===== src/design/hcr_pkg.sv =====
// Shared types, constants and helper functions of the Harris corner response block.
// No dependencies; every module of the block imports this package.
package hcr_pkg;

	localparam int DEF_MAX_WIDTH = 2048;
	localparam int DIM_MIN       = 5;
	localparam int DIM_MAX       = 2048;
	localparam int CNT_W         = 12;   // row/column counters and dimensions
	localparam int POS_W         = 11;   // result row/column
	localparam int RESP_W        = 20;
	localparam int CFG_DATA_W    = 17;
	localparam int CFG_IDX_W     = 3;
	localparam int CENTER_W      = 17;
	localparam int SIDE_W        = 16;
	localparam int GRAD_W        = 12;   // signed gradient, |g| <= 1020
	localparam int SQ_W          = 21;   // gx*gx, gy*gy
	localparam int XY_W          = 22;   // gx*gy, signed
	localparam int WPROD_W       = 33;   // product of two Q0.16 weights
	localparam int TAP_W         = 56;   // weight product times gradient product
	localparam int ACC_W         = 58;
	localparam int B_W           = 25;   // blurred value, signed
	localparam int M_W           = 2 * B_W;
	localparam int DET_W         = M_W + 1;
	localparam int TR_W          = B_W + 1;
	localparam int DIV_D_W       = TR_W - 1 + RESP_W;
	localparam logic [RESP_W-1:0] RESP_MAX = '1;

	// configuration register indexes
	typedef enum logic [CFG_IDX_W-1:0] {
		CFG_WIDTH  = 3'd0,
		CFG_HEIGHT = 3'd1,
		CFG_CENTER = 3'd2,
		CFG_SIDE   = 3'd3,
		CFG_ENABLE = 3'd4
	} cfg_index_t;

	typedef struct packed {
		logic [7:0] gray_sample;
		logic       is_padding;
	} in_item_t;

	typedef struct packed {
		logic [RESP_W-1:0] response;
		logic [POS_W-1:0]  out_row;
		logic [POS_W-1:0]  out_col;
		logic              is_last;
	} out_item_t;

	// classified item from the front part
	typedef struct packed {
		logic       is_pixel;
		logic [7:0] sample;
	} front_item_t;

	// configuration seen by the back part
	typedef struct packed {
		logic [CNT_W-1:0]    width;
		logic [CNT_W-1:0]    height;
		logic [CENTER_W-1:0] center_w;
		logic [SIDE_W-1:0]   side_w;
		logic                blur_en;
		logic                restart;
	} cfg_t;

	typedef enum logic [4:0] {
		ST_IDLE, ST_GWR, ST_GRD, ST_GACC, ST_PROD, ST_CNT, ST_READY,
		ST_BRD, ST_BM0, ST_BM1, ST_BM2, ST_BM3, ST_RND,
		ST_DRD, ST_DLD, ST_DET, ST_DET2, ST_CHK, ST_DWAIT, ST_OUT
	} core_state_t;

	// reflect-101 border index
	function automatic logic [CNT_W-1:0] reflect101(input logic signed [CNT_W:0] k,
			input logic [CNT_W-1:0] n);
		logic [CNT_W-1:0] r;
		if (k < 0)
			r = CNT_W'(1);
		else if (k >= $signed({1'b0, n}))
			r = n - CNT_W'(2);
		else
			r = k[CNT_W-1:0];
		return r;
	endfunction

	// increment modulo three
	function automatic logic [1:0] mod3_inc(input logic [1:0] m);
		return (m == 2'd2) ? 2'd0 : m + 2'd1;
	endfunction

endpackage


===== src/design/hcr_res_fifo.sv =====
// Two-entry result queue between the back part and the result ports.
// Depends on hcr_pkg.
module hcr_res_fifo (
	input  logic               clk,
	input  logic               arst_n,
	input  logic               wr,
	input  hcr_pkg::out_item_t wr_data,
	output logic               space,
	output logic               empty,
	output hcr_pkg::out_item_t result,
	input  logic               pop
);
	import hcr_pkg::*;

	out_item_t  entry_q [2];
	logic       wr_ptr_q, rd_ptr_q;
	logic [1:0] count_q;
	logic       do_pop;

	assign space  = (count_q != 2'd2);
	assign empty  = (count_q == 2'd0);
	assign result = entry_q[rd_ptr_q];
	assign do_pop = pop && !empty;

	always_ff @(posedge clk) begin
		if (wr)
			entry_q[wr_ptr_q] <= wr_data;
	end

	always_ff @(posedge clk or negedge arst_n) begin
		if (!arst_n) begin
			wr_ptr_q <= 1'b0;
			rd_ptr_q <= 1'b0;
			count_q  <= 2'd0;
		end else begin
			if (wr)
				wr_ptr_q <= !wr_ptr_q;
			if (do_pop)
				rd_ptr_q <= !rd_ptr_q;
			count_q <= count_q + {1'b0, wr} - {1'b0, do_pop};
		end
	end

endmodule


===== config.mk =====
export PLATFORM = sky130hd
export DESIGN_NAME = hcr_res_fifo
export DESIGN_NICKNAME = d
export VERILOG_FILES = /design/src/design/hcr_pkg.sv /design/src/design/hcr_res_fifo.sv
export SDC_FILE = /design/constraint.sdc
export NUM_CORES = 1
export LEC_CHECK = 0
export ABC_AREA = 1
export BUFFER_PORTS_ARGS = -buffer_cell sky130_fd_sc_hd__buf_2
export CORE_MARGIN = 2
export CORE_UTILIZATION = 50
export DETAILED_ROUTE_END_ITERATION = 8
export PLACE_DENSITY_LB_ADDON = 0.3
export SLEW_MARGIN = 20
export SYNTH_ARGS = -nofsm -noshare
export SYNTH_HDL_FRONTEND = slang
export SYNTH_SLANG_ARGS = --single-unit
export TNS_END_PERCENT = 100

===== constraint.sdc =====
create_clock -name clk -period 3.1 [get_ports clk]
set_input_delay 0.62 -clock clk [delete_from_list [all_inputs] [get_ports clk]]
set_output_delay 0.62 -clock clk [all_outputs]
set_load 0.03 [all_outputs]

# Word-level counts from Yosys, hierarchy flattened

Memories as Yosys holds them, arrays and structs flattened.
Cells that the tools add are included.

Eq/ne operators: 1
Reduce and logical (&&, ||, !) cells: 5
Multiplexer cells: 2
Add/sub/neg operators: 2

Operators by type and width:

| cell                                          | count |
|---|---|
| 1-bit logical NOT                             | 3 |
| 2-bit by 1-bit adder with 2-bit output        | 1 |
| 2-bit logical NOT                             | 1 |
| 1-bit 2-to-1 mux                              | 2 |
| 2-bit inequality test (second input constant) | 1 |
| 2-bit by 1-bit subtractor with 2-bit output   | 1 |
| 1-bit logical AND                             | 1 |

Output and inout bits: 45
Bits in writable memories: 86
Memories: 1
Word-level logic and storage cells: 14
Flip-flop bits (word level): 4

Memories:

| name    | words | width | read ports | clocked after memory_dff | write ports | RTL line           | RTL |
|---|---|---|---|---|---|---|---|
| entry_q | 2     | 43    | 1          | 0                        | 1           | hcr_res_fifo.sv:15 | `out_item_t entry_q [2];` |

# Depth between registers and ports, before layout

Word-level depth: 4
Mapped depth: 10

# Worst setup path after synthesis

OpenSTA, ideal clock, no wires.

Path type: input-to-reg
Start point: input port wr
End point: memory entry_q[0][0] (netlist name), enable pin
Data arrival time: 2.468 ns
Data required time: 2.656 ns
Stages: 2
Library setup time: 0.444 ns
Setup slack: 0.188 ns
Path through: inv_1 > nor2_1

Cells in the longest elaborated chain, start to end: 2

RTL lines:

| element                                | RTL line           | RTL |
|---|---|---|
| from (decl)                            | hcr_res_fifo.sv:6  | `input logic wr,` |
| 1-bit 2-to-1 mux                       | hcr_res_fifo.sv:26 | `if (wr)` |
| 1-bit 2-to-1 mux (implied by the code) | hcr_res_fifo.sv:27 | `entry_q[wr_ptr_q] <= wr_data;` |
| to (decl)                              | hcr_res_fifo.sv:15 |  |

No other way between the ends.

==> flow_summary.toml <==
[outcome]
status = "complete, no violations"

[pwr]
ir_drop_v = 0.000490
switching_share = 0.415
p_clk_frac = 0.186
p_leak_nw = 1.82
p_sw_mw = 1.70
seq_power_share = 0.421
internal_power_mw = 2.39
power.density_nw_per_um2 = 995
power_frac_comb = 0.393

[timing]
fin_crit_sh = 0.751
fmax_mhz = 430
period_minus_slack_ns = 2.33
slew_headroom = 0.620
clock_skew_ns = 0.00988
hold_slack_ns = 0.0629
rsz0062_at_grt = "no"
tightest_slew_ns = 0.569
setup_viol = 0
hold_viol = 0
finalSetupTns_ns = 0
slew_violations = 0

[detailed_routing]
vias = 2053
routed_wl_mm = 5.69
first_pass_iters = 4
postRouteAntennaNets = 0
first_iter_violations = 156
drc = 0
wl_per_cell_um = 13.0
vias_per_cell = 4.70

[placement]
numPortBuffers = 91
gp_congestion = 0.754
dpl.hpwl_mm = 3.73

[global_route]
use_met3 = 0.0457
grt_overflow = 0
grt_pass1_vias = 1851
grt_pass1_wl_mm = 8.55
use_met2 = 0.245
antenna_found_initial = 0
busiest_layer = "met2"
grtUsageMet1 = 0.192
grt_max_degree = 45
grtUsageTotal = 0.155

[clock_tree]
cts_sinks = 90
cts_buffer_depth = 2
post_cts_buffers = 0
h-tree-depth = 3
postCtsHoldBufs = 0
cts_made_buffers = 9
root_buffer = "clkbuf_8"
clock_latency_ns = 0.35
clk_pin_slew_ns = 0.09
cts_tree = "yes"
cts_resized = 0

[yosys]
synth_seq_area_share = 0.783
synthesis.area_um2 = 3420
syn_inst = 255
ys_warn_count = 0
syn_nets = 304
yosysUniqueCellTypes = 13
ys_ff_latch = 90
synth_area_per_cell_um2 = 13.4

[floorplanning]
die_area_um2 = 7530
fp.coreArea_um2 = 6720
num_io_pins = 92
start_util = 0.510
die_width_um = 86.8
die_h_um = 86.8
rows = 30

[worst_setup_path]
worstPathRequired_ns = 2.48
startpoint_type = "register"
crit_chain = "buf_4 -> nand2_1 -> nand2_1 -> buf_2"
critPathLaunch = "rd_ptr_q$_DFFE_PN0P_"
slowest_stage = "dfrtp_2"
slowest_delay_ns = 0.62
cp_max_fo = 27
critPathKind = "reg2out"
critPathCaptureType = "primary output"
cpMostUsedCell = "nand2_1"
cp.arrival_ns = 1.71
r2r_start = "wr_ptr_q$_DFFE_PN0P_"

[finish]
n_fill_cell = 546
drive_gt1_frac = 0.347
diodes = 0
final_nets = 401
area_growth_syn_to_layout_pct = 20.1

[job]
maxCapViolCount = 0

[hold_path]
hold_class = "in2async"
layer usage:
layer	vias to the layer above	wire length, µm
met5	-	0
met4	0	114
met3	11	321
met2	68	2800
met1	938	2460
li1	1036	-
worst max-delay path, delay by kind of cell, from the launching register on:
family	cells	cell delay (ns)
flops	1	0.62
buf+inv	2	0.55
simple gates	2	0.18
power groups by stage:
stage                     registers, mW  clock network [mW]  logic [mW]
after floorplan                    1.70                   0        1.30
after global placement             1.74                   0        1.62
after detailed placement           1.75                   0        1.64
after CTS                          1.73               0.780        1.64
after global routing               1.75               0.837        1.76
final                              1.72               0.762        1.61
cell usage after synthesis:
cell      count  share of area
ha_1          2         0.0073
xor2_1        1         0.0026
edfxtp_1     86           0.75
nand2_1     130           0.14
nor2_1        1         0.0011
buf_12        1         0.0058
nand3_1       2         0.0029
inv_8         1         0.0033
inv_1         9         0.0099
dfrtp_1       4          0.029
buf_4         3         0.0066
buf_6         5          0.016
nand2_2      10          0.018
state kept, by name, summed over array words and instances, names as in the netlist:
register  flops
count_q       2
entry_q      86
rd_ptr_q      1
wr_ptr_q      1
cell type report:
class                           instances  area (µm²)  share of cell area
Clock inverter                          7        70.1              0.0170
Multi-Input combinational cell        146         606               0.147
Sequential cell                        90        2680               0.652
Clock buffer                            9         124              0.0301
Tap cell                               80         100              0.0243
Inverter                               10        45.0              0.0109
Timing Repair Buffer                   95         485               0.118
logic make-up after synthesis:
kind of cell | Yosys count | share of synthesized area
xor+xnor | 1 | 0.00256
fa+ha+maj | 2 | 0.00731
buf+inv | 19 | 0.0420
flops | 90 | 0.783
simple gates | 143 | 0.165
stage by stage:
step                worst slack, ns  total power [mW]  cells  cell area (µm²)  utilization
floorplan                     0.188              3.00    255             3420            -
global placement               1.13              3.36    421             3920        0.583
detailed placement             1.14              3.39    421             3920        0.583
CTS                           0.733              4.14    437             4110        0.612
global route                  0.639              4.35    437             4110        0.612
finish                        0.772              4.09    437             4110        0.612
final timing paths:
path | cells past startpoint | slack [ns] | endpoint
worst max-delay path | 4 | 0.77 | result[13]
worst min-delay path | 1 | 0.06 | rd_ptr_q$_DFFE_PN0P_
worst max register to register | 3 | 1.49 | entry_q[1][42]$_DFFE_PP_
worst min register to register | 1 | 0.58 | wr_ptr_q$_DFFE_PN0P_
max in group asynchronous | 1 | 2.90 | rd_ptr_q$_DFFE_PN0P_
min in group clk | 1 | 0.46 | entry_q[0][4]$_DFFE_PP_
layout by cell type, fill, tap and decap left out, drive strengths merged, types with 2 or more instances in the layout:
| master | instances |
|---|---|
| nand2 | 140 |
| buf | 95 |
| edfxtp | 86 |
| inv | 10 |
| clkbuf | 9 |
| dfrtp | 4 |
| clkinvlp | 3 |
| clkinv | 3 |
| nand3 | 2 |
| ha | 2 |
Note: power is estimated with default switching activity, not from simulation.
