--- config.mk ---
export PLATFORM = sky130hd
export DESIGN_NAME = hcr_front
export DESIGN_NICKNAME = d
export VERILOG_FILES = /design/src/design/hcr_pkg.sv /design/src/design/hcr_front.sv
export SDC_FILE = /design/constraint.sdc
export NUM_CORES = 1
export LEC_CHECK = 0
export BUFFER_PORTS_ARGS = -buffer_cell sky130_fd_sc_hd__buf_2
export CORE_MARGIN = 2
export CORE_UTILIZATION = 45
export DETAILED_ROUTE_END_ITERATION = 7
export PLACE_DENSITY = 0.7
export SYNTH_ARGS = -nofsm -noshare
export SYNTH_HDL_FRONTEND = slang
export SYNTH_SLANG_ARGS = --single-unit
--- constraint.sdc ---
create_clock -name clk -period 2.2 [get_ports clk]
set_input_delay 0.33 -clock clk [delete_from_list [all_inputs] [get_ports clk]]
set_output_delay 0.33 -clock clk [all_outputs]
set_load 0.02 [all_outputs]
--- src/design/hcr_pkg.sv ---
// Shared types, constants and helper functions of the Harris corner response block.
// No dependencies; every module of the block imports this package.
package hcr_pkg;

	localparam int DEF_MAX_WIDTH = 2048;
	localparam int DIM_MIN       = 5;
	localparam int DIM_MAX       = 2048;
	localparam int CNT_W         = 12;   // row/column counters and dimensions
	localparam int POS_W         = 11;   // result row/column
	localparam int RESP_W        = 20;
	localparam int CFG_DATA_W    = 17;
	localparam int CFG_IDX_W     = 3;
	localparam int CENTER_W      = 17;
	localparam int SIDE_W        = 16;
	localparam int GRAD_W        = 12;   // signed gradient, |g| <= 1020
	localparam int SQ_W          = 21;   // gx*gx, gy*gy
	localparam int XY_W          = 22;   // gx*gy, signed
	localparam int WPROD_W       = 33;   // product of two Q0.16 weights
	localparam int TAP_W         = 56;   // weight product times gradient product
	localparam int ACC_W         = 58;
	localparam int B_W           = 25;   // blurred value, signed
	localparam int M_W           = 2 * B_W;
	localparam int DET_W         = M_W + 1;
	localparam int TR_W          = B_W + 1;
	localparam int DIV_D_W       = TR_W - 1 + RESP_W;
	localparam logic [RESP_W-1:0] RESP_MAX = '1;

	// configuration register indexes
	typedef enum logic [CFG_IDX_W-1:0] {
		CFG_WIDTH  = 3'd0,
		CFG_HEIGHT = 3'd1,
		CFG_CENTER = 3'd2,
		CFG_SIDE   = 3'd3,
		CFG_ENABLE = 3'd4
	} cfg_index_t;

	typedef struct packed {
		logic [7:0] gray_sample;
		logic       is_padding;
	} in_item_t;

	typedef struct packed {
		logic [RESP_W-1:0] response;
		logic [POS_W-1:0]  out_row;
		logic [POS_W-1:0]  out_col;
		logic              is_last;
	} out_item_t;

	// classified item from the front part
	typedef struct packed {
		logic       is_pixel;
		logic [7:0] sample;
	} front_item_t;

	// configuration seen by the back part
	typedef struct packed {
		logic [CNT_W-1:0]    width;
		logic [CNT_W-1:0]    height;
		logic [CENTER_W-1:0] center_w;
		logic [SIDE_W-1:0]   side_w;
		logic                blur_en;
		logic                restart;
	} cfg_t;

	typedef enum logic [4:0] {
		ST_IDLE, ST_GWR, ST_GRD, ST_GACC, ST_PROD, ST_CNT, ST_READY,
		ST_BRD, ST_BM0, ST_BM1, ST_BM2, ST_BM3, ST_RND,
		ST_DRD, ST_DLD, ST_DET, ST_DET2, ST_CHK, ST_DWAIT, ST_OUT
	} core_state_t;

	// reflect-101 border index
	function automatic logic [CNT_W-1:0] reflect101(input logic signed [CNT_W:0] k,
			input logic [CNT_W-1:0] n);
		logic [CNT_W-1:0] r;
		if (k < 0)
			r = CNT_W'(1);
		else if (k >= $signed({1'b0, n}))
			r = n - CNT_W'(2);
		else
			r = k[CNT_W-1:0];
		return r;
	endfunction

	// increment modulo three
	function automatic logic [1:0] mod3_inc(input logic [1:0] m);
		return (m == 2'd2) ? 2'd0 : m + 2'd1;
	endfunction

endpackage

--- src/design/hcr_front.sv ---
// Front part: two-entry input queue that takes items and classifies pixel vs padding.
// Depends on hcr_pkg.
module hcr_front (
	input  logic                 clk,
	input  logic                 arst_n,
	input  logic                 push,
	input  hcr_pkg::in_item_t    item,
	output logic                 full,
	output logic                 valid,
	output hcr_pkg::front_item_t front_item,
	input  logic                 take
);
	import hcr_pkg::*;

	front_item_t entry_q [2];
	logic        wr_ptr_q, rd_ptr_q;
	logic [1:0]  count_q;
	logic        do_push;

	assign full       = (count_q == 2'd2);
	assign valid      = (count_q != 2'd0);
	assign front_item = entry_q[rd_ptr_q];
	assign do_push    = push && !full;

	// storage, no reset needed
	always_ff @(posedge clk) begin
		if (do_push) begin
			entry_q[wr_ptr_q].is_pixel <= !item.is_padding;
			entry_q[wr_ptr_q].sample   <= item.gray_sample;
		end
	end

	// pointers and fill count
	always_ff @(posedge clk or negedge arst_n) begin
		if (!arst_n) begin
			wr_ptr_q <= 1'b0;
			rd_ptr_q <= 1'b0;
			count_q  <= 2'd0;
		end else begin
			if (do_push)
				wr_ptr_q <= !wr_ptr_q;
			if (take && valid)
				rd_ptr_q <= !rd_ptr_q;
			count_q <= count_q + {1'b0, do_push} - {1'b0, take && valid};
		end
	end

endmodule

* Word level (Yosys, flattened, before mapping)
Memories as Yosys holds them, arrays and structs flattened.
Cells that the tools add are included.
** Storage, ports and cells
- Flip-flop bits (word level) :: 4
- Memory bits (writable) :: 18
- Bits of input ports :: 13
- Output and inout port bits :: 11
- Logic and storage cells :: 16
- Memories :: 1
** Memories
- entry_q :: words 2, width 9, rd ports 1, clocked after Yosys merged registers in 0, write ports 1, line hcr_front.sv:15 : front_item_t entry_q [2];
** Operators by class
- $add $sub $neg :: 2
- Equal/unequal tests :: 1
- Multiplexer cells :: 2
- Reductions and logical operators :: 7
** Operators with widths (number)
- 1-bit logical NOT :: 4
- 2-bit by 1-bit adder with 2-bit output :: 1
- 2-bit equality test, second input constant :: 1
- 1-bit logical AND :: 2
- 1-bit two-way mux :: 2
- 2-bit nonzero test :: 1
- 2-bit by 1-bit subtractor with 2-bit output :: 1

* Logic depth before layout (Yosys ltp)
Gate-level depths: netlist of the first run.
- Depth after elaboration :: 5
- Mapped depth :: 7
- Mapped depth without buffers :: 7

* Worst setup path after synthesis of the first run
OpenSTA, ideal clock, no wires.
- Kind :: register to register
- Start :: register count_q[1]
- End :: register count_q[1]
- Setup time :: 0.123 ns
- Arrival :: 1.543 ns
- Required time :: 2.077 ns
- Setup slack :: 0.534 ns
- Cell stages (with the launch flop) :: 8
- Buffers on the path :: 0
- Period minus slack after synthesis :: 1.666 ns
- Cell sequence :: dfrtp_1 -> or2_4 -> and2_4 -> ha_1 -> inv_1 -> ha_1 -> xnor2_1 -> xnor2_1
** On the way
- Elaborated cells between the ends (all ways) :: 7
- Those cells by class :: 2 x add/sub; 1 x eq/ne; 4 x reduce/logical
** RTL lines
- start: declaration :: line hcr_front.sv:17 : logic [1:0] count_q;
- start signal: assignment :: line hcr_front.sv:44 : count_q <= count_q + {1'b0, do_push} - {1'b0, take && valid};
- 2-bit nonzero test :: line hcr_front.sv:21 : assign valid = (count_q != 2'd0);
- via valid :: line hcr_front.sv:9 : output logic valid,
- 1-bit logical AND :: line hcr_front.sv:44
- 2-bit by 1-bit subtractor with 2-bit output :: line hcr_front.sv:44
The timed path passes the listed nets, and every way through them passes these cells.
A chain may end at the register's enable or synchronous reset.

==> results of run 1 <==
==> cells in the final DEF (no fill, tap or decap), drive strengths merged <==
cell          n
and2          1
dfrtp         4
and3          1
clkbuf        4
nand2b        1
ha            2
buf          24
dlygate4sd3   1
xor2          1
nor2          1
or2           1
mux2          9
xnor2         3
edfxtp       18
inv           3
nand2         1
==> where the power goes <==
part           leakage, nW  switching, mW  internal (mW)
Combinational        0.201          0.275          0.240
Sequential           0.214         0.0768          0.581
Clock               0.0150          0.109         0.0705
==> Yosys cell counts, drive strengths merged <==
cell / n
edfxtp: 18
mux2: 9
dfrtp: 4
inv: 3
xnor2: 3
ha: 2
and2: 1
and3: 1
buf: 1
nand2: 1
nand2b: 1
nor2: 1
or2: 1
xor2: 1
==> state kept, by name, summed over array words and instances, names as in the netlist <==
register,count
entry_q,18
count_q,2
rd_ptr_q,1
wr_ptr_q,1
==> final cells by class <==
class / count / area share
multi-input combinational: 21 / 0.191
timing repair buffer: 25 / 0.127
clock buffer: 4 / 0.0252
sequential: 22 / 0.615
inverter: 3 / 0.0108
tap: 25 / 0.0300
==> repair_timing <==
item	CTS	global route
endpoints found under the hold margin	4	0
setup buffers	0	0
hold buffers	1	0
==> metal layers <==
metal,up-vias,GRT usage,share of wire
met5,-,0,0
li1,224,-,-
met2,14,0.224,0.55
met1,220,0.127,0.39
met4,0,0.0811,0
met3,0,0.0566,0.058
==> cells by family (layout without fill, tap and decap cells) <==
| logic type | Yosys count | after routing | share of synthesized area |
|---|---|---|---|
| xor+xnor | 4 | 4 | 0.0409 |
| flops | 22 | 22 | 0.749 |
| mux | 9 | 9 | 0.118 |
| simple gates | 6 | 6 | 0.0439 |
| fa+ha+maj | 2 | 2 | 0.0292 |
| buf+inv | 4 | 32 | 0.0190 |
==> how the worst max path moves through the flow <==
stage,depth (start not counted),endpoint,slack (ns)
after detailed placement,7,count_q[1]$_DFF_PN0_,0.49
after global placement,7,count_q[1]$_DFF_PN0_,0.56
after floorplan,7,count_q[1]$_DFF_PN0_,0.53
after CTS,2,front_item[1],0.39
after global routing,2,front_item[4],0.31
final,2,front_item[4],0.40
==> results.ini, run 1 <==
[routing]
drc_errors=0
post_drt_wl_per_cell_um=12.3
ant_nets=0
via_density_per_instance=4.58
drt-initial-drc-count=4
number_of_detailed_route_iterations_in_the_first_pass=2
via_count=458
sum_of_routed_wire_length_over_all_layers_um=1230

[cells_and_area]
layout.area.seq_um2=641
area_delta_synth_final_pct=21.6
final-instance-count-excl-fill=100
nFillCells=178
nNetsFinal=91
util_after_layout=0.590
diodes=0
multiInputGateArea_um2=199
layout-drive-gt1-share=0.507
final_area_mm2=0.00104

[logic_synthesis]
synthesis.area_per_instance_um2=18.2
synth_top_area_cell=sky130_fd_sc_hd__edfxtp_1
postSynthRegisterBits=22
post_synthesis_cell_area_um2=856
cell_types_with_the_largest_area_share_after_synthesis=sky130_fd_sc_hd__edfxtp_1, sky130_fd_sc_hd__mux2_2, sky130_fd_sc_hd__dfrtp_1
synthDominantCellAreaShare=0.632
synth_sequential_area_ratio=0.749
synthDistinctLibCells=14
synth_nets=62
synthCells=47
synth-warning-count=0

[clock_network]
h-tree-depth=1
cts.reportedPaths.clkPinSlew_ns=0.11
tritoncts.num_buffers=3
clock_latency_at_the_later_pin_of_the_worst_skew_pair_ns=0.29
tritoncts=built
cts_root_buf=sky130_fd_sc_hd__clkbuf_4
max-clock-path-buffers=2
clock_sinks=22
total_of_cells_resized_after_clock_tree_synthesis=0

[global_routing]
number_of_global_route_vias_before_repair=442
grt_antenna_before_repair=0
grt_pass1_wl_um=1860
globalRoute.totalOverflow=0
grt_max_degree=13
grt_usage=0.130

[critical_path]
crit_fanout=10
timing.rr.end=count_q[1]$_DFF_PN0_
reg2reg_slack_ns=0.48
criticalPathCategory=flip-flop to primary output
wp_data_required_ns=1.87
buffer_and_inverter_count_on_the_worst_path=1
max_stage_delay_ns=0.63
cp.arrival_ns=1.47
timing.critical_path.cells=mux2_2, buf_2
worstRegToRegCells=7
crit_family=flip-flops
worst_setup_path_end_kind=primary output
cpMaxStageDelayCell=sky130_fd_sc_hd__dfrtp_1
worst_setup_path_startpoint=rd_ptr_q$_DFFE_PN0P_
critical_path.reg2reg.startpoint=count_q[1]$_DFF_PN0_
worst_setup_path_start_kind=flip-flop

[sta]
grt_setup_unrepaired=no
worstMarginPinSlew_ns=0.448
hold_viol_final=0
setup_ws_ns=0.398
whs_ns=0.213
min_period_ns=1.80
layout_worst_path_cycle_share=0.819
relSlewSlack=0.701
timing.final.setup_violations=0
totalNegativeSetupSlack_ns=0
maxClockFrequency_mhz=555
finalMaxSlewViolations=0
skew_ns=0.00349

[place]
place_ws_ns=0.493
post-place-cells=95
routabilityCongestion=0.632
post_placement_cell_area_mm2=0.00100
buffer_ports.inserted=23

[floorplanning]
floorplan.die.width_um=47.6
core.rowCount=15
io_pins=24
fp.dieArea_mm2=0.00227
placeable_core_region_mm2=0.00176
starting_density_of_the_core=0.485
die_y_um=47.6

[min_path]
hold_path_depth=1
min_from=item[7]
min_delay_worst_endpoint=entry_q[0][6]$_DFFE_PP_
worstHoldPathType=input pin to flip-flop

[outcome]
status=complete, no violations

[job]
drv_cap=0

[pwr]
vdd.ir_drop.worst_mv=0.775
power.static_leakage_nw=0.430
p_total_mw=1.35
powerDensity_mw_per_mm2=1300

(Power assumes the default switching activity.)
==> run 2: changes to the inputs <==
- CORE_UTILIZATION: 45 -> 44
- PLACE_DENSITY: 0.7 -> 0.72
- clock period: 2.2 -> 1.6 ns (I/O delays scaled with it)
==> run 2 against run 1 <==
Critical path type is now flip-flop to flip-flop; clock power increased by 130%; total power increased by 70%; first-iteration DRC count increased by 50%.
==> results.ini, run 2 (synthesized netlist as in run 1, its figures left out) <==
[outcome]
status=complete, no violations

[floorplanning]
floorplan.die.width_um=48.1
io_pins=24
die_y_um=48.1
fp.dieArea_mm2=0.00231
placeable_core_region_mm2=0.00178
starting_density_of_the_core=0.480
core.rowCount=15

[clock_network]
clock_sinks=22
tritoncts.num_buffers=3
tritoncts=built
h-tree-depth=1
cts_root_buf=sky130_fd_sc_hd__clkbuf_4
max-clock-path-buffers=2
clock_latency_at_the_later_pin_of_the_worst_skew_pair_ns=0.30
cts.reportedPaths.clkPinSlew_ns=0.11

[cells_and_area]
nNetsFinal=101
area_delta_synth_final_pct=39.0
layout-drive-gt1-share=0.659
reg_top3=entry_q (18), count_q (2)
max_flop_register=entry_q
final-instance-count-excl-fill=110
util_after_layout=0.667
nFillCells=134
largest_register_ff_count=18
mostFrequentLayoutCell=sky130_fd_sc_hd__buf_2
mostFrequentLayoutCells=sky130_fd_sc_hd__buf_2, sky130_fd_sc_hd__edfxtp_1, sky130_fd_sc_hd__buf_4
diodes=0

[sta]
layout_worst_path_cycle_share=0.991
worstMarginPinSlew_ns=0.142
finalMaxSlewViolations=0
min_period_ns=1.59
totalNegativeSetupSlack_ns=0
maxClockFrequency_mhz=631
grt_setup_unrepaired=yes
timing.final.setup_violations=0
hold_viol_final=0
relSlewSlack=0.905
skew_ns=0.00577

[critical_path]
worst_setup_path_end_kind=flip-flop
path_common_cell=sky130_fd_sc_hd__ha_4
buffer_and_inverter_count_on_the_worst_path=1
crit_fanout=2
criticalPathCategory=flip-flop to flip-flop
crit_family=adder cells
max_stage_delay_ns=0.41
wp_data_required_ns=1.80
cpMaxStageDelayCell=sky130_fd_sc_hd__dfrtp_1
timing.critical_path.cells=or2_4, and2_4, ha_4, inv_2, ha_4, xnor2_2, xnor2_1
cp.arrival_ns=1.79
worst_setup_path_start_kind=flip-flop

[pwr]
powerDensity_mw_per_mm2=1930
power.static_leakage_nw=0.502
vdd.ir_drop.worst_mv=1.04

[place]
buffer_ports.inserted=23
routabilityCongestion=0.583
place.detailed.hpwl_um=911
post-place-cells=101

[routing]
post_drt_wl_per_cell_um=12.0
drc_errors=0
number_of_detailed_route_iterations_in_the_first_pass=4
via_count=505
ant_nets=0
sum_of_routed_wire_length_over_all_layers_um=1320
via_density_per_instance=4.59
drt-initial-drc-count=6

[job]
drv_cap=0

[global_routing]
grt_antenna_before_repair=0
grt_usage=0.132
globalRoute.totalOverflow=0
grt_pass1_wl_um=1940
number_of_global_route_vias_before_repair=476
grt_max_degree=14

[min_path]
worstHoldPathType=input pin to flip-flop

## run 2: cell types whose count changed in the layout (fill, tap and decap cells not counted), sizes merged
| cell | change |
|---|---|
| buf | +10 |
| clkbuf | -1 |
| bufinv | +1 |
## run 2: worst paths after layout
path | slack, ns | depth (start not counted) | from | to
worst min-delay path | 0.12 | 1 | item[7] | entry_q[0][6]$_DFFE_PP_
worst max-delay path | 0.01 | 7 | count_q[1]$_DFF_PN0_ | count_q[1]$_DFF_PN0_
min in group asynchronous | 0.26 | 2 | arst_n | wr_ptr_q$_DFFE_PN0N_
worst max register to register | 0.01 | 7 | count_q[1]$_DFF_PN0_ | count_q[1]$_DFF_PN0_
max in group asynchronous | 1.21 | 2 | arst_n | rd_ptr_q$_DFFE_PN0P_
worst min register to register | 0.50 | 1 | wr_ptr_q$_DFFE_PN0N_ | wr_ptr_q$_DFFE_PN0N_
## run 2: cell type report
| cell class | count | area, µm² | share of cell area |
|---|---|---|---|
| sequential | 22 | 642 | 0.539 |
| tap | 25 | 31.3 | 0.0263 |
| multi-input combinational | 21 | 241 | 0.203 |
| clock inverter | 1 | 30.0 | 0.0252 |
| inverter | 3 | 11.3 | 0.00946 |
| timing repair buffer | 35 | 211 | 0.178 |
| clock buffer | 3 | 22.5 | 0.0189 |
## run 2: per-stage QoR
stage | area (µm²) | power, mW | setup WS, ns | hold slack, ns
6_report | 1190 | 2.30 | 0.0148 | 0.119
3_5_place_dp | 1050 | 1.72 | -0.0174 | 0.0534
5_1_grt | 1190 | 2.45 | -0.0387 | 0.0994
3_3_place_gp | 1050 | 1.70 | 0.0229 | 0.0512
4_1_cts | 1160 | 2.23 | -0.00514 | 0.109
2_1_floorplan | 858 | 1.42 | -0.0281 | -0.0556
## run 2: timing repair
action	in CTS	in global routing
hold buffers	1	0
setup endpoints to repair	10	10
endpoints found under the hold margin	4	0
gates cloned	0	0
pin swaps	6	2
resized for setup	6	4
buffers inserted	2	2
## run 2: worst register-to-register path: cells and delay by family (launching register included)
family	cells	cell delay, ns
buf+inv	1	0.04
fa+ha+maj	2	0.41
simple gates	2	0.39
xor+xnor	2	0.25
flops	1	0.41
## run 2: layer usage
layer | GRT usage | share of wire | wire length [µm] | vias to the layer above
met2 | 0.229 | 0.53 | 705 | 15
met4 | 0.0649 | 0.0068 | 9 | 0
met5 | 0 | 0 | 0 | -
met3 | 0.0556 | 0.048 | 64 | 2
li1 | - | - | - | 246
met1 | 0.135 | 0.41 | 543 | 242
## run 2: power by group
group          internal [mW]  leakage (nW)  switching, mW
clock                  0.253        0.0279          0.153
sequential             0.801         0.213         0.0539
combinational          0.529         0.261          0.511
total                   1.58         0.502          0.718
==> run 3: changes to the inputs <==
- CORE_MARGIN: 2 -> not set
==> run 3 against run 2 <==
Maximum frequency hardly changed; global-route usage is 0.92 points higher; sequential cell count stayed put; cell area is 1.9% higher.
==> results.ini, run 3 (synthesized netlist as in run 1, its figures left out) <==
[sta]
hold_viol_final=0
timing.final.setup_violations=0
layout_worst_path_cycle_share=0.991
worstMarginPinSlew_ns=0.128
setup_ws_ns=0.0146
min_period_ns=1.59
grt_setup_unrepaired=yes
relSlewSlack=0.915
skew_ns=0.00496
maxClockFrequency_mhz=631
finalMaxSlewViolations=0

[critical_path]
cp.arrival_ns=1.78
worst_setup_path_end_kind=flip-flop
wp_data_required_ns=1.79
worst_setup_path_start_kind=flip-flop
criticalPathCategory=flip-flop to flip-flop
crit_fanout=2

[floorplanning]
fp.dieArea_mm2=0.00213
die_y_um=46.1
core.rowCount=15
floorplan.die.width_um=46.1
starting_density_of_the_core=0.480
io_pins=24
placeable_core_region_mm2=0.00178

[cells_and_area]
final-instance-count-excl-fill=112
layout-drive-gt1-share=0.667
reg_top3=entry_q (18), count_q (2)
final_area_mm2=0.00121
nNetsFinal=103
largest_register_ff_count=18
mostFrequentLayoutCell=sky130_fd_sc_hd__buf_2
diodes=0
nFillCells=136
max_flop_register=entry_q
mostFrequentLayoutCells=sky130_fd_sc_hd__buf_2, sky130_fd_sc_hd__edfxtp_1, sky130_fd_sc_hd__buf_4
area_delta_synth_final_pct=41.7

[global_routing]
grt_pass1_wl_um=1980
grt_antenna_before_repair=0
grt_usage=0.141
globalRoute.totalOverflow=0
number_of_global_route_vias_before_repair=490
grt_max_degree=14

[pwr]
powerDensity_mw_per_mm2=1960
comb_power_share=0.469
clockPowerShare=0.172
power.net_switching_mw=0.737
power.switching_fraction=0.310
power.static_leakage_nw=0.512
vdd.ir_drop.worst_mv=1.20
share_seq_of_total_power=0.359
internal-power_mw=1.64

[min_path]
worstHoldPathType=input pin to flip-flop

[clock_network]
h-tree-depth=1
max-clock-path-buffers=2
tritoncts=built
cts_root_buf=sky130_fd_sc_hd__clkbuf_4
clock_latency_at_the_later_pin_of_the_worst_skew_pair_ns=0.30
cts.reportedPaths.clkPinSlew_ns=0.12
clock_sinks=22
tritoncts.num_buffers=3

[place]
post_placement_cell_area_mm2=0.00106
post-place-cells=102
buffer_ports.inserted=23
place_ws_ns=-0.0404
routabilityCongestion=0.663

[job]
drv_cap=0

[routing]
sum_of_routed_wire_length_over_all_layers_um=1300
drt-initial-drc-count=3
via_count=513
ant_nets=0
via_density_per_instance=4.58
drc_errors=0
post_drt_wl_per_cell_um=11.6
number_of_detailed_route_iterations_in_the_first_pass=2

[outcome]
status=complete, no violations

## run 3: changes by cell type in the layout (fill, tap and decap cells not counted)
cell                      before  now
sky130_fd_sc_hd__xnor2_4       0    1
sky130_fd_sc_hd__buf_4        10   13
sky130_fd_sc_hd__xnor2_2       1    0
sky130_fd_sc_hd__buf_6         1    0
## run 3: power groups by stage
stage	Clock, mW	Sequential (mW)	Combinational (mW)
after global routing	0.437	0.871	1.21
final	0.410	0.854	1.12
after detailed placement	0	0.911	0.822
after floorplan	0	0.853	0.572
after global placement	0	0.903	0.805
after CTS	0.417	0.895	0.929
## run 3: final timing paths
path | start | to | slack [ns] | depth (start not counted)
max | count_q[1]$_DFF_PN0_ | count_q[1]$_DFF_PN0_ | 0.01 | 7
max in group asynchronous | arst_n | rd_ptr_q$_DFFE_PN0P_ | 1.21 | 2
min | item[6] | entry_q[1][5]$_DFFE_PP_ | 0.12 | 1
max reg2reg | count_q[1]$_DFF_PN0_ | count_q[1]$_DFF_PN0_ | 0.01 | 7
min reg2reg | wr_ptr_q$_DFFE_PN0N_ | wr_ptr_q$_DFFE_PN0N_ | 0.50 | 1
min in group asynchronous | arst_n | count_q[0]$_DFF_PN0_ | 0.26 | 2
## run 3: timing repair
item,4_1_cts,5_1_grt
resized for setup,6,4
endpoints found under the hold margin,4,0
hold buffers,1,0
endpoints found under the setup margin,10,10
pin swaps,4,0
setup buffers,1,4
gates cloned,0,0
## run 3: worst max-delay path: stages (launching register included)
cell,delay (ns)
sky130_fd_sc_hd__dfrtp_1,0.39
sky130_fd_sc_hd__or2_4,0.25
sky130_fd_sc_hd__and2_4,0.15
sky130_fd_sc_hd__ha_4,0.25
sky130_fd_sc_hd__inv_2,0.04
sky130_fd_sc_hd__ha_4,0.16
sky130_fd_sc_hd__xnor2_4,0.12
sky130_fd_sc_hd__xnor2_1,0.12
## run 3: metal layers
metal / global-route usage / vias to the layer above / part of all wire
met5: 0 / - / 0
met4: 0.0706 / 0 / 0.0077
met3: 0.0392 / 2 / 0.055
met2: 0.237 / 15 / 0.52
met1: 0.164 / 247 / 0.41
li1: - / 249 / -
## run 3: area by class of cell
type | instances | area [µm²] | area share
Clock buffer | 3 | 22.5 | 0.0186
Multi-Input combinational cell | 21 | 253 | 0.208
Clock inverter | 1 | 30.0 | 0.0248
Tap cell | 25 | 31.3 | 0.0258
Sequential cell | 22 | 642 | 0.529
Timing Repair Buffer | 37 | 223 | 0.184
Inverter | 3 | 11.3 | 0.00929
## run 3: stage by stage
stage	util	setup TNS (ns)	power, mW	hold slack, ns
floorplan	-	-0.0281	1.42	-0.0556
global placement	0.594	0	1.71	0.0514
detailed placement	0.594	-0.0404	1.73	0.0511
CTS	0.653	0	2.24	0.114
global route	0.680	-0.0645	2.51	0.101
finish	0.680	0	2.38	0.120
